**config.mk**
```make
export PLATFORM = sky130hd
export DESIGN_NAME = rotor_initial_position_detect
export DESIGN_NICKNAME = d
export VERILOG_FILES = /design/src/rtl/ripd_pkg.sv /design/src/rtl/rotor_initial_position_detect.sv
export VERILOG_INCLUDE_DIRS = /design/src /design/src/rtl
export SDC_FILE = /design/constraint.sdc
export NUM_CORES = 1
export LEC_CHECK = 0
export ABC_AREA = 1
export BUFFER_PORTS_ARGS = -buffer_cell sky130_fd_sc_hd__buf_2
export CORE_MARGIN = 2
export CORE_UTILIZATION = 53
export DETAILED_ROUTE_END_ITERATION = 10
export PLACE_DENSITY = 0.8
export REMOVE_ABC_BUFFERS = 1
export SYNTH_ARGS = -nofsm -noshare
export SYNTH_HDL_FRONTEND = slang
export SYNTH_SLANG_ARGS = --single-unit
```
**constraint.sdc**
```tcl
create_clock -name aclk -period 3.35 [get_ports aclk]
set_input_delay 0.1675 -clock aclk [delete_from_list [all_inputs] [get_ports aclk]]
set_output_delay 0.1675 -clock aclk [all_outputs]
set_load 0.02 [all_outputs]
```
**src/rtl/rotor_initial_position_detect_assert.svh**
```systemverilog
// Assertion macros shared by the rotor position detector RTL
`ifndef ROTOR_INITIAL_POSITION_DETECT_ASSERT_SVH
`define ROTOR_INITIAL_POSITION_DETECT_ASSERT_SVH

// Same-cycle implication, sampled on aclk, off while in reset
`define RIPD_ASSERT_IMP(label, ante, cons, msg) \
    label: assert property (@(posedge aclk) disable iff (!aresetn) (ante) |-> (cons)) \
        else $error(msg);

// Next-cycle implication, sampled on aclk, off while in reset
`define RIPD_ASSERT_NXT(label, ante, cons, msg) \
    label: assert property (@(posedge aclk) disable iff (!aresetn) (ante) |=> (cons)) \
        else $error(msg);

`endif

```
**src/rtl/ripd_pkg.sv**
```systemverilog
// Types, constants and sector tables for the rotor position detector
`timescale 1ns / 1ps
`default_nettype none

package ripd_pkg;

    localparam int SAMPLE_BITS_DEFAULT = 12;

    localparam int TOL_W        = 12;
    localparam int PULSE_W      = 16;
    localparam int GAIN_W       = 3;
    localparam int PAT_W        = 6;
    localparam int SECTOR_W     = 3;
    localparam int PHASE_CODE_W = 3;
    localparam int CFG_IDX_W    = 2;
    localparam int CFG_DATA_W   = 16;
    localparam int M_DATA_W     = 32;

    // configuration register indexes
    typedef enum logic [CFG_IDX_W-1:0] {
        CFG_DIRECTION    = 2'd0,
        CFG_TOLERANCE    = 2'd1,
        CFG_INIT_PULSE   = 2'd2,
        CFG_INIT_GAIN    = 2'd3
    } cfg_index_t;

    // input word kinds
    localparam logic OP_START  = 1'b0;
    localparam logic OP_SAMPLE = 1'b1;

    localparam logic              DIRECTION_RESET = 1'b0;
    localparam logic [TOL_W-1:0]  TOLERANCE_RESET = 12'd20;
    localparam logic [PULSE_W-1:0] INIT_PULSE_RESET = 16'd100;
    localparam logic [GAIN_W-1:0] INIT_GAIN_RESET = 3'd3;

    // calibration window on the first sample
    localparam int CAL_LOW   = 100;
    localparam int CAL_HIGH  = 200;
    localparam int CAL_OVER  = 300;
    localparam int PULSE_STEP = 10;

    localparam logic [PULSE_W-1:0] PULSE_MAX = 16'hFFFF;
    localparam logic [GAIN_W-1:0]  GAIN_MAX  = 3'd7;
    localparam logic [GAIN_W-1:0]  GAIN_MIN  = 3'd0;

    localparam logic [PHASE_CODE_W-1:0] PHASE_U    = 3'b100;
    localparam logic [PHASE_CODE_W-1:0] PHASE_V    = 3'b010;
    localparam logic [PHASE_CODE_W-1:0] PHASE_W    = 3'b001;
    localparam logic [PHASE_CODE_W-1:0] PHASE_NONE = 3'b000;
    localparam logic [PHASE_CODE_W-1:0] PHASE_ALL  = 3'b111;

    // switch patterns, UH VH WH UL VL WL from bit 5 down
    localparam logic [PAT_W-1:0] PAT_NONE  = 6'h00;
    localparam logic [PAT_W-1:0] PAT_U_POS = 6'h23;
    localparam logic [PAT_W-1:0] PAT_U_NEG = 6'h1C;
    localparam logic [PAT_W-1:0] PAT_V_POS = 6'h15;
    localparam logic [PAT_W-1:0] PAT_V_NEG = 6'h2A;
    localparam logic [PAT_W-1:0] PAT_W_POS = 6'h0E;
    localparam logic [PAT_W-1:0] PAT_W_NEG = 6'h31;

    typedef enum logic [6:0] {
        ST_IDLE = 7'b0000001,
        ST_CAL  = 7'b0000010,
        ST_U2   = 7'b0000100,
        ST_V1   = 7'b0001000,
        ST_V2   = 7'b0010000,
        ST_W1   = 7'b0100000,
        ST_W2   = 7'b1000000
    } stage_t;

    // phase code to commutation sector; codes 0 and 7 give no sector
    function automatic logic [SECTOR_W-1:0] sector_lookup(input logic ccw,
                                                          input logic [PHASE_CODE_W-1:0] code);
        logic [SECTOR_W-1:0] sec;
        sec = 3'd0;
        case (code)
            3'd1:    sec = ccw ? 3'd2 : 3'd5;
            3'd2:    sec = ccw ? 3'd4 : 3'd3;
            3'd3:    sec = ccw ? 3'd3 : 3'd4;
            3'd4:    sec = ccw ? 3'd6 : 3'd1;
            3'd5:    sec = ccw ? 3'd1 : 3'd6;
            3'd6:    sec = ccw ? 3'd5 : 3'd2;
            default: sec = 3'd0;
        endcase
        return sec;
    endfunction

endpackage

`default_nettype wire

```
**src/rtl/rotor_initial_position_detect.sv**
```systemverilog
// Six-pulse inductive saliency sequencer that finds the initial rotor sector
//
// Channels: the s_axis input takes one word per handshake; tuser is the kind
// (0 start a detection, 1 current sample) and tdata holds the sample. Each
// input word yields exactly one m_axis result word: the next drive pattern,
// pulse length and gain, with tlast set on the word that ends a detection and
// carries the sector and the forced-alignment flag. The cfg channel writes
// direction, tolerance, initial pulse time and initial gain by index; it is
// always ready, and the user must write it only while the block is idle,
// which the block itself does not enforce. A word passes the input register,
// then the result register. Throughput is one word per cycle while
// m_axis_tready is high; the sequencer state is updated in the single
// combinational pass between the two registers, which is what sets the cycle.
// Reset (aresetn low, synchronous) empties both registers, returns the
// sequencer to idle and loads the configuration reset values.
// When the receiver stalls the result word holds, one more word is taken into
// the input register, and s_axis_tready then drops until m_axis_tready rises.
`timescale 1ns / 1ps
`default_nettype none

`include "rotor_initial_position_detect_assert.svh"

module rotor_initial_position_detect #(
    parameter int SAMPLE_BITS = ripd_pkg::SAMPLE_BITS_DEFAULT,
    localparam int S_DATA_W = ((SAMPLE_BITS + 7) / 8) * 8
) (
    input  wire                                aclk,
    input  wire                                aresetn,
    // configuration write channel
    input  wire                                cfg_valid,
    output logic                               cfg_ready,
    input  wire  [ripd_pkg::CFG_IDX_W-1:0]     cfg_index,
    input  wire  [ripd_pkg::CFG_DATA_W-1:0]    cfg_data,
    // input words
    input  wire                                s_axis_tvalid,
    output logic                               s_axis_tready,
    input  wire  [S_DATA_W-1:0]                s_axis_tdata,  // sample
    input  wire                                s_axis_tuser,  // op
    // result words
    output logic                               m_axis_tvalid,
    input  wire                                m_axis_tready,
    // drive_pattern, pulse_time, gain, sector, force_align, zero fill
    output logic [ripd_pkg::M_DATA_W-1:0]      m_axis_tdata,
    output logic                               m_axis_tlast   // done_res
);

    localparam int CMP_W = ((SAMPLE_BITS > ripd_pkg::TOL_W) ? SAMPLE_BITS
                                                            : ripd_pkg::TOL_W) + 1;
    localparam int PAD_W = ripd_pkg::M_DATA_W - ripd_pkg::PAT_W - ripd_pkg::PULSE_W
                         - ripd_pkg::GAIN_W - ripd_pkg::SECTOR_W - 1;

    // configuration
    logic                              direction_reg;
    logic [ripd_pkg::TOL_W-1:0]        tolerance_reg;
    logic [ripd_pkg::PULSE_W-1:0]      init_pulse_reg;
    logic [ripd_pkg::GAIN_W-1:0]       init_gain_reg;

    // input register
    logic                              in_valid_reg;
    logic                              in_op_reg;
    logic [SAMPLE_BITS-1:0]            in_sample_reg;

    // sequencer state
    ripd_pkg::stage_t                  stage_reg, stage_next;
    logic [ripd_pkg::GAIN_W-1:0]       gain_now_reg, gain_now_next;
    logic [ripd_pkg::PULSE_W-1:0]      pulse_now_reg, pulse_now_next;
    logic [SAMPLE_BITS-1:0]            first_sample_reg, first_sample_next;
    logic [ripd_pkg::PHASE_CODE_W-1:0] phase_code_reg, phase_code_next;

    // result register
    logic                              out_valid_reg;
    logic [ripd_pkg::PAT_W-1:0]        pat_reg, pat_next;
    logic [ripd_pkg::PULSE_W-1:0]      pulse_out_reg;
    logic [ripd_pkg::GAIN_W-1:0]       gain_out_reg;
    logic                              done_reg, done_next;
    logic [ripd_pkg::SECTOR_W-1:0]     sector_reg, sector_next;
    logic                              force_reg, force_next;

    logic                              advance;
    logic [CMP_W-1:0]                  s_ext;
    logic [CMP_W-1:0]                  first_ext;
    logic [CMP_W-1:0]                  tol_ext;
    logic [CMP_W-1:0]                  diff;
    logic                              salient;
    logic [ripd_pkg::PULSE_W:0]        pulse_sum;

    assign cfg_ready     = 1'b1;
    assign advance       = in_valid_reg && (!out_valid_reg || m_axis_tready);
    assign s_axis_tready = !in_valid_reg || advance;

    always_ff @(posedge aclk) begin
        if (!aresetn) begin
            direction_reg  <= ripd_pkg::DIRECTION_RESET;
            tolerance_reg  <= ripd_pkg::TOLERANCE_RESET;
            init_pulse_reg <= ripd_pkg::INIT_PULSE_RESET;
            init_gain_reg  <= ripd_pkg::INIT_GAIN_RESET;
        end else if (cfg_valid && cfg_ready) begin
            case (cfg_index)
                ripd_pkg::CFG_DIRECTION:  direction_reg  <= cfg_data[0];
                ripd_pkg::CFG_TOLERANCE:  tolerance_reg  <= cfg_data[ripd_pkg::TOL_W-1:0];
                ripd_pkg::CFG_INIT_PULSE: init_pulse_reg <= cfg_data[ripd_pkg::PULSE_W-1:0];
                ripd_pkg::CFG_INIT_GAIN:  init_gain_reg  <= cfg_data[ripd_pkg::GAIN_W-1:0];
                default: ;
            endcase
        end
    end

    // input register: take a word whenever the slot is free or draining
    always_ff @(posedge aclk) begin
        if (!aresetn) begin
            in_valid_reg <= 1'b0;
        end else if (s_axis_tready) begin
            in_valid_reg <= s_axis_tvalid;
        end
    end

    always_ff @(posedge aclk) begin
        if (s_axis_tready && s_axis_tvalid) begin
            in_op_reg     <= s_axis_tuser;
            in_sample_reg <= s_axis_tdata[SAMPLE_BITS-1:0];
        end
    end

    assign s_ext     = CMP_W'(in_sample_reg);
    assign first_ext = CMP_W'(first_sample_reg);
    assign tol_ext   = CMP_W'(tolerance_reg);
    assign diff      = s_ext - first_ext;
    assign salient   = (s_ext > first_ext) && (diff > tol_ext);
    assign pulse_sum = {1'b0, pulse_now_reg} + (ripd_pkg::PULSE_W+1)'(ripd_pkg::PULSE_STEP);

    always_comb begin
        stage_next        = stage_reg;
        gain_now_next     = gain_now_reg;
        pulse_now_next    = pulse_now_reg;
        first_sample_next = first_sample_reg;
        phase_code_next   = phase_code_reg;
        pat_next          = ripd_pkg::PAT_NONE;
        done_next         = 1'b0;
        sector_next       = '0;
        force_next        = 1'b0;

        if (in_op_reg == ripd_pkg::OP_START) begin
            stage_next        = ripd_pkg::ST_CAL;
            gain_now_next     = init_gain_reg;
            pulse_now_next    = init_pulse_reg;
            first_sample_next = '0;
            phase_code_next   = ripd_pkg::PHASE_NONE;
            pat_next          = ripd_pkg::PAT_U_POS;
        end else begin
            case (stage_reg)
                ripd_pkg::ST_CAL: begin
                    if (s_ext < CMP_W'(ripd_pkg::CAL_LOW)) begin
                        if (gain_now_reg != ripd_pkg::GAIN_MIN) begin
                            gain_now_next = gain_now_reg - 3'd1;
                        end
                    end else if (s_ext > CMP_W'(ripd_pkg::CAL_OVER)) begin
                        if (gain_now_reg != ripd_pkg::GAIN_MAX) begin
                            gain_now_next = gain_now_reg + 3'd1;
                        end
                    end else if (s_ext > CMP_W'(ripd_pkg::CAL_HIGH) &&
                                 s_ext < CMP_W'(ripd_pkg::CAL_OVER)) begin
                        // lengthen the pulse, saturating at full scale
                        pulse_now_next = pulse_sum[ripd_pkg::PULSE_W] ? ripd_pkg::PULSE_MAX
                                       : pulse_sum[ripd_pkg::PULSE_W-1:0];
                    end
                    if (s_ext >= CMP_W'(ripd_pkg::CAL_LOW) &&
                        s_ext <= CMP_W'(ripd_pkg::CAL_HIGH)) begin
                        first_sample_next = in_sample_reg;
                        stage_next        = ripd_pkg::ST_U2;
                        pat_next          = ripd_pkg::PAT_U_NEG;
                    end else begin
                        pat_next = ripd_pkg::PAT_U_POS;
                    end
                end
                ripd_pkg::ST_U2: begin
                    if (salient) phase_code_next = phase_code_reg | ripd_pkg::PHASE_U;
                    stage_next = ripd_pkg::ST_V1;
                    pat_next   = ripd_pkg::PAT_V_POS;
                end
                ripd_pkg::ST_V1: begin
                    first_sample_next = in_sample_reg;
                    stage_next        = ripd_pkg::ST_V2;
                    pat_next          = ripd_pkg::PAT_V_NEG;
                end
                ripd_pkg::ST_V2: begin
                    if (salient) phase_code_next = phase_code_reg | ripd_pkg::PHASE_V;
                    stage_next = ripd_pkg::ST_W1;
                    pat_next   = ripd_pkg::PAT_W_POS;
                end
                ripd_pkg::ST_W1: begin
                    first_sample_next = in_sample_reg;
                    stage_next        = ripd_pkg::ST_W2;
                    pat_next          = ripd_pkg::PAT_W_NEG;
                end
                ripd_pkg::ST_W2: begin
                    if (salient) phase_code_next = phase_code_reg | ripd_pkg::PHASE_W;
                    sector_next = ripd_pkg::sector_lookup(direction_reg, phase_code_next);
                    force_next  = (phase_code_next == ripd_pkg::PHASE_NONE) ||
                                  (phase_code_next == ripd_pkg::PHASE_ALL);
                    done_next   = 1'b1;
                    stage_next  = ripd_pkg::ST_IDLE;
                end
                default: begin
                    // sample while idle: drop it, report no pulse
                    stage_next = ripd_pkg::ST_IDLE;
                end
            endcase
        end
    end

    // sequencer state advances with each word that moves to the result register
    always_ff @(posedge aclk) begin
        if (!aresetn) begin
            stage_reg        <= ripd_pkg::ST_IDLE;
            gain_now_reg     <= ripd_pkg::INIT_GAIN_RESET;
            pulse_now_reg    <= ripd_pkg::INIT_PULSE_RESET;
            first_sample_reg <= '0;
            phase_code_reg   <= ripd_pkg::PHASE_NONE;
        end else if (advance) begin
            stage_reg        <= stage_next;
            gain_now_reg     <= gain_now_next;
            pulse_now_reg    <= pulse_now_next;
            first_sample_reg <= first_sample_next;
            phase_code_reg   <= phase_code_next;
        end
    end

    always_ff @(posedge aclk) begin
        if (!aresetn) begin
            out_valid_reg <= 1'b0;
        end else if (advance) begin
            out_valid_reg <= 1'b1;
        end else if (m_axis_tready) begin
            out_valid_reg <= 1'b0;
        end
    end

    always_ff @(posedge aclk) begin
        if (advance) begin
            pat_reg       <= pat_next;
            pulse_out_reg <= pulse_now_next;
            gain_out_reg  <= gain_now_next;
            done_reg      <= done_next;
            sector_reg    <= sector_next;
            force_reg     <= force_next;
        end
    end

    assign m_axis_tvalid = out_valid_reg;
    assign m_axis_tlast  = done_reg;
    assign m_axis_tdata  = {{PAD_W{1'b0}}, force_reg, sector_reg, gain_out_reg,
                            pulse_out_reg, pat_reg};

    `RIPD_ASSERT_IMP(a_last_no_pulse, m_axis_tvalid && m_axis_tlast,
        pat_reg == ripd_pkg::PAT_NONE, "final word requests a drive pattern")
    `RIPD_ASSERT_NXT(a_done_to_idle, advance && done_next,
        stage_reg == ripd_pkg::ST_IDLE, "sequencer not idle after completion")
    `RIPD_ASSERT_IMP(a_force_no_sector, m_axis_tvalid && force_reg,
        m_axis_tlast && sector_reg == '0, "forced alignment with a sector")
    `RIPD_ASSERT_NXT(a_start_clears, advance && in_op_reg == ripd_pkg::OP_START,
        stage_reg == ripd_pkg::ST_CAL && phase_code_reg == ripd_pkg::PHASE_NONE,
        "start did not restart calibration")

endmodule

`default_nettype wire

```
# Word-level counts from Yosys, hierarchy flattened
# Index checks and enable logic that the tools add are counted.
# totals
wordCells	121
regBits	118
inputBits	40
output_inout_bits	36
# classes
order_cmp	8
eq_ne	26
n_addsub	4
mux	37
reduce_logical	25
# ops
cell	count
2-to-1 mux 16 bit	6
2-to-1 mux 3 bit	16
one-hot mux 7 bit (5 select lines)	1
one-hot mux 6 bit (5 select lines)	1
2-to-1 mux 12 bit	2
one-hot mux 12 bit (2 select lines)	1
one-hot mux 3 bit (6 select lines)	1
adder 16 x 4 -> 17 bit (second input constant)	1
2-to-1 mux 7 bit	2
> comparator 13 x 12 -> 1 bit	1
subtractor 12 x 12 -> 13 bit	1
equality test 3 bit (second input constant)	4
>= comparator 12 x 7 -> 1 bit (second input constant)	1
> comparator 12 bit	1
> comparator 12 x 8 -> 1 bit (second input constant)	1
> comparator 12 x 9 -> 1 bit (second input constant)	1
<= comparator 12 x 8 -> 1 bit (second input constant)	1
less-than comparator 12 x 7 -> 1 bit (second input constant)	1
less-than comparator 12 x 9 -> 1 bit (second input constant)	1
!= test 3 bit (second input constant)	4
AND reduction 2 bit	6
AND reduction 4 bit	3
one-hot mux 3 bit (3 select lines)	1
equality test 7 x 2 -> 1 bit (second input constant)	1
other kinds (27)	41

# Logic depth before layout (Yosys ltp)
# logic_depth
depth_word	8
depth_mapped	24
ltp_nobuf	24

# Worst setup path before layout
# Ideal clock, no wire load.
# synth_path
path_kind	register to register
from	reg in_sample_reg[0]
to	reg sector_reg[0] (netlist name) (data pin)
path_buffers	0
t_required_ns	3.097
path_stages_with_launch	23
path_slack_ns	0.220
setup_ns	0.253
synth_period_minus_slack_ns	3.130
arrival_time_ns	2.877
cell_sequence	edfxtp_1 inv_1 ha_1 inv_1 fa_1 nand3_1 nand3_1 a21oi_1 nor2_1 nor2_1 xnor2_1 ha_1 a21o_1 a21oi_1 nand2_1 inv_1 nand2_1 nand3_2 nand2_1 nand2_1 nand2_1 nor2_1 nor2_1
# synth_between
elab_chain_cells	8
word_cells_on_any_way	14
classes_between	1 x add/sub; 2 x order compare; 6 x eq/ne; 4 x mux; 1 x reduce/logical
# synth_rtl
element	line_no	source
start, declared	rotor_initial_position_detect.sv:61	logic [SAMPLE_BITS-1:0] in_sample_reg;
start signal, assigned	rotor_initial_position_detect.sv:120	in_sample_reg <= s_axis_tdata[SAMPLE_BITS-1:0];
subtractor 12 x 12 -> 13 bit	rotor_initial_position_detect.sv:127	assign diff = s_ext - first_ext;
> comparator 13 x 12 -> 1 bit	rotor_initial_position_detect.sv:128	assign salient = (s_ext > first_ext) && (diff > tol_ext);
logical AND 1 bit *	rotor_initial_position_detect.sv:128	
2-to-1 mux 1 bit *	rotor_initial_position_detect.sv:196	if (salient) phase_code_next = phase_code_reg | ripd_pkg::PHASE_W;
2-to-1 mux 3 bit *	rotor_initial_position_detect.sv:150	case (stage_reg)
2-to-1 mux 3 bit *	rotor_initial_position_detect.sv:142	if (in_op_reg == ripd_pkg::OP_START) begin
equality test 3 bit (tied with other cells)	ripd_pkg.sv:76	case (code)
one-hot mux 3 bit (6 select lines) *	ripd_pkg.sv:76	
end signal, assigned	rotor_initial_position_detect.sv:244	sector_reg <= sector_next;
end, declared	rotor_initial_position_detect.sv:76	logic [ripd_pkg::SECTOR_W-1:0] sector_reg, sector_next;
# Every way passes the cells marked *; elsewhere a longest branch is shown, timed or not. The select of a mux whose other input is x is not followed.
# A chain may end at the register's enable or synchronous reset.

# Worst setup path after layout
# Ends and elaborated chain as after synthesis.

==> impl_metrics.yaml <==
power:
  p_leak_nw: 3.65
  power_mw: 4.30
  p_per_area_nw_per_um2: 537
  vdd_drop_max_uv: 421
clocking:
  cts_buffer_depth: 2
  numCtsBuffers: 17
  cts_tree: "done"
  cts_root_buf: "clkbuf_16"
  htreeDepth: 4
  cts.reportedPaths.clkPinSlew_ns: 0.06
  clk_latency_ns: 0.42
  cts_sinks: 118
critical_path:
  critical_path_buf_inv_count: 3
  crit_required_ns: 3.52
  crit_type: "flip-flop to flip-flop"
  cp_common_cell: "nor2_1"
  r2r_start: "in_sample_reg[0]"
  cp-start-kind: "flip-flop"
  path_cells: "inv_1, ha_2, inv_2, fa_2, nand3_2, nand3_2, a21oi_2, nor2_1, nor2_1, xnor2_1, ha_1, a21o_1, a21oi_2, nand2_1, inv_1, nand2_2, nand3_4, nand2_4, nand2_1, nand2_1, nor2_1, nor2_1"
  crit_path_max_incr_delay_ns: 0.39
  crit_fanout: 6
  slowest_stage: "edfxtp_1"
  cp_data_arrival_time_ns: 3.40
  reg2reg_to: "sector_reg[0]"
  crit_family: "simple AND/OR/NAND/NOR gates"
  end_kind: "flip-flop"
  worst-r2r-cell-count: 22
  regToRegSetupSlack_ns: 0.13
finish:
  multi_input_comb_area_um2: 3220
  syn_to_final_growth_pct: 21.7
  post-route-util_pct: 66.5
  layout.nets: 1040
  regArea_um2: 2790
  finalInstanceArea_um2: 8020
  drive_gt1_share_pct: 17.2
  n_fill_cell: 1007
  n_antenna_cell: 0
global_route:
  track_usage_pct: 23.6
  overflow: 0
  grt_max_degree: 38
  grt_pass1_vias: 5457
  antenna_found_initial: 0
  grt_pass1_wl_um: 24500
timing:
  tns_ns: 0
  slew_headroom_pct: 57.4
  setup_ws_ns: 0.128
  slew_violations: 0
  finalHoldViolCount: 0
  setup_viol: 0
  post-route-period-util_pct: 96.2
  min_period_ns: 3.22
  maxClockFrequency_ghz: 0.310
  tightestPinTransition_ns: 0.638
  fin_worst_skew_ns: 0.00738
logic_synthesis:
  ys_ff_latch: 118
  synthCells: 876
  ys_seq_area_share_pct: 42.4
  ys.flop_type: "dfxtp_1"
  synth_edf_count: 43
  avgSynthCellArea_um2: 7.52
  yosysWarnings: 0
  async_flop_share_pct: 0
  synth_cell_types: 47
  mappedNetlistArea_um2: 6590
route:
  via_count: 5978
  routedWlPerCell_um: 13.3
  viasPerCell: 5.19
  drcViolationCount: 0
  first_pass_iters: 6
  first_iter_violations: 384
  ant_nets: 0
  drt-total-wl_um: 15300
min_path:
  hold_class: "primary input to flip-flop"
  min_to: "init_pulse_reg[6]"
  min_path_cells: 3
  hold_start: "cfg_data[6]"
die:
  die_w_um: 115
  core-area_um2: 12100
  pin_count: 76
  fp.dieH_um: 115
  start_util_pct: 54.6
  die_area_um2: 13300
  rows: 40
placement:
  place_congestion: 0.951
  dp_hpwl_um: 10700
  place_area_um2: 7110
  place_ws_ns: 0.0453
  port_buffers: 67
job:
  drv_cap: 0
outcome:
  status: "finished, final reports clean"
==> Yosys cell counts (2+ instances only) <==
| master | number | area (um2) |
|---|---|---|
| dfxtp_1 | 75 | 1500 |
| nor3_1 | 7 | 35.0 |
| a21oi_1 | 81 | 405 |
| edfxtp_1 | 43 | 1290 |
| inv_2 | 4 | 15.0 |
| ha_1 | 29 | 363 |
| o211ai_1 | 4 | 30.0 |
| xnor2_1 | 5 | 43.8 |
| nor4_2 | 2 | 25.0 |
| buf_2 | 4 | 20.0 |
| buf_6 | 2 | 22.5 |
| xor2_1 | 5 | 43.8 |
| nand4_1 | 16 | 100 |
| nor2_1 | 69 | 259 |
| buf_1 | 3 | 11.3 |
| nand3_2 | 3 | 30.0 |
| clkbuf_1 | 17 | 63.8 |
| nand3_1 | 67 | 335 |
| a211oi_2 | 11 | 138 |
| nand2_1 | 213 | 800 |
| o21ai_0 | 52 | 260 |
| conb_1 | 2 | 7.51 |
| nor4_1 | 2 | 12.5 |
| o21ai_1 | 3 | 15.0 |
| a31oi_1 | 3 | 18.8 |
| nor2_4 | 2 | 22.5 |
| inv_1 | 122 | 458 |
| nor3_2 | 4 | 40.0 |
| buf_4 | 5 | 37.5 |
| nor2_2 | 2 | 12.5 |
| nand2_2 | 2 | 12.5 |
| and3_1 | 2 | 12.5 |
==> through the flow <==
stage | cells | hold WS [ns]
detailed placement | 1098 | 0.346
finish | 1151 | 0.0124
floorplan | 847 | 0.252
global placement | 1098 | 0.344
global route | 1151 | 0.0202
CTS | 1145 | 0.00240
==> where the power goes <==
part / leakage, nW / switching (mW) / internal, mW
sequential: 1.03 / 0.0444 / 1.57
clock: 0.322 / 0.635 / 1.38
combinational: 2.29 / 0.417 / 0.254
==> cells in the final DEF, fill, tap and decap left out, types with 4 or more instances in the layout <==
master,instances
a211oi_2,11
a21oi_1,79
buf_2,67
buf_4,22
bufinv_16,6
clkbuf_16,17
clkinv_1,4
clkinv_2,4
conb_1,4
dfxtp_1,75
dlygate4sd3_1,15
edfxtp_1,43
ha_1,26
inv_1,120
inv_2,5
nand2_1,209
nand2_2,5
nand3_1,65
nand3_2,4
nand4_1,16
nor2_1,69
nor3_1,7
nor3_2,4
o211ai_1,4
o21ai_0,50
o21ai_1,4
xnor2_1,5
xor2_1,5
==> layer usage <==
metal  up-vias  GRT usage, %  wire [um]
met3        24          5.96        769
met1      2705          28.1       6730
li1       3068             -          -
met2       181          40.4       7530
met4         0          9.96        287
met5         -             0          0
==> cell type report <==
type,instances,share of cell area [%]
clock buffer,17,5.31
timing repair buffer,104,8.11
multi-input combinational,601,40.2
tap,168,2.62
inverter,128,6.02
clock inverter,15,2.90
sequential,118,34.8
==> worst min-delay path: cells and delay by family <==
| family | cells | cell delay [ns] |
|---|---|---|
| buffers and inverters | 1 | 0.10 |
| and+or+nand+nor | 2 | 0.13 |
==> cells by family after synthesis <==
kind of cell,share of synthesized area [%]
AND/OR/NAND/NOR,26.3
XOR/XNOR,1.33
buffers and inverters,9.69
other,0.114
AO/OA/AOI/OAI,14.4
flip-flops,42.4
adder cells (fa/ha/maj),5.81
==> worst max-delay path by stage <==
| stage | slack [ns] | end | start | cells past startpoint |
|---|---|---|---|---|
| after CTS | 0.02 | sector_reg[1] | in_sample_reg[0] | 22 |
| after floorplan | 0.22 | sector_reg[1] | in_sample_reg[0] | 22 |
| final | 0.13 | sector_reg[0] | in_sample_reg[0] | 22 |
| after global placement | 0.08 | sector_reg[0] | in_sample_reg[0] | 22 |
| after global routing | -0.07 | sector_reg[0] | in_sample_reg[0] | 22 |
| after detailed placement | 0.05 | sector_reg[0] | in_sample_reg[0] | 22 |
==> timing repair <==
| item | in CTS | in global routing |
|---|---|---|
| setup endpoints to repair | 0 | 7 |
| resized for setup | 0 | 19 |
| hold endpoints to repair | 15 | 0 |
| buffers inserted | 0 | 6 |
| hold buffers | 15 | 0 |
Note: power is estimated with default switching activity, not from simulation.
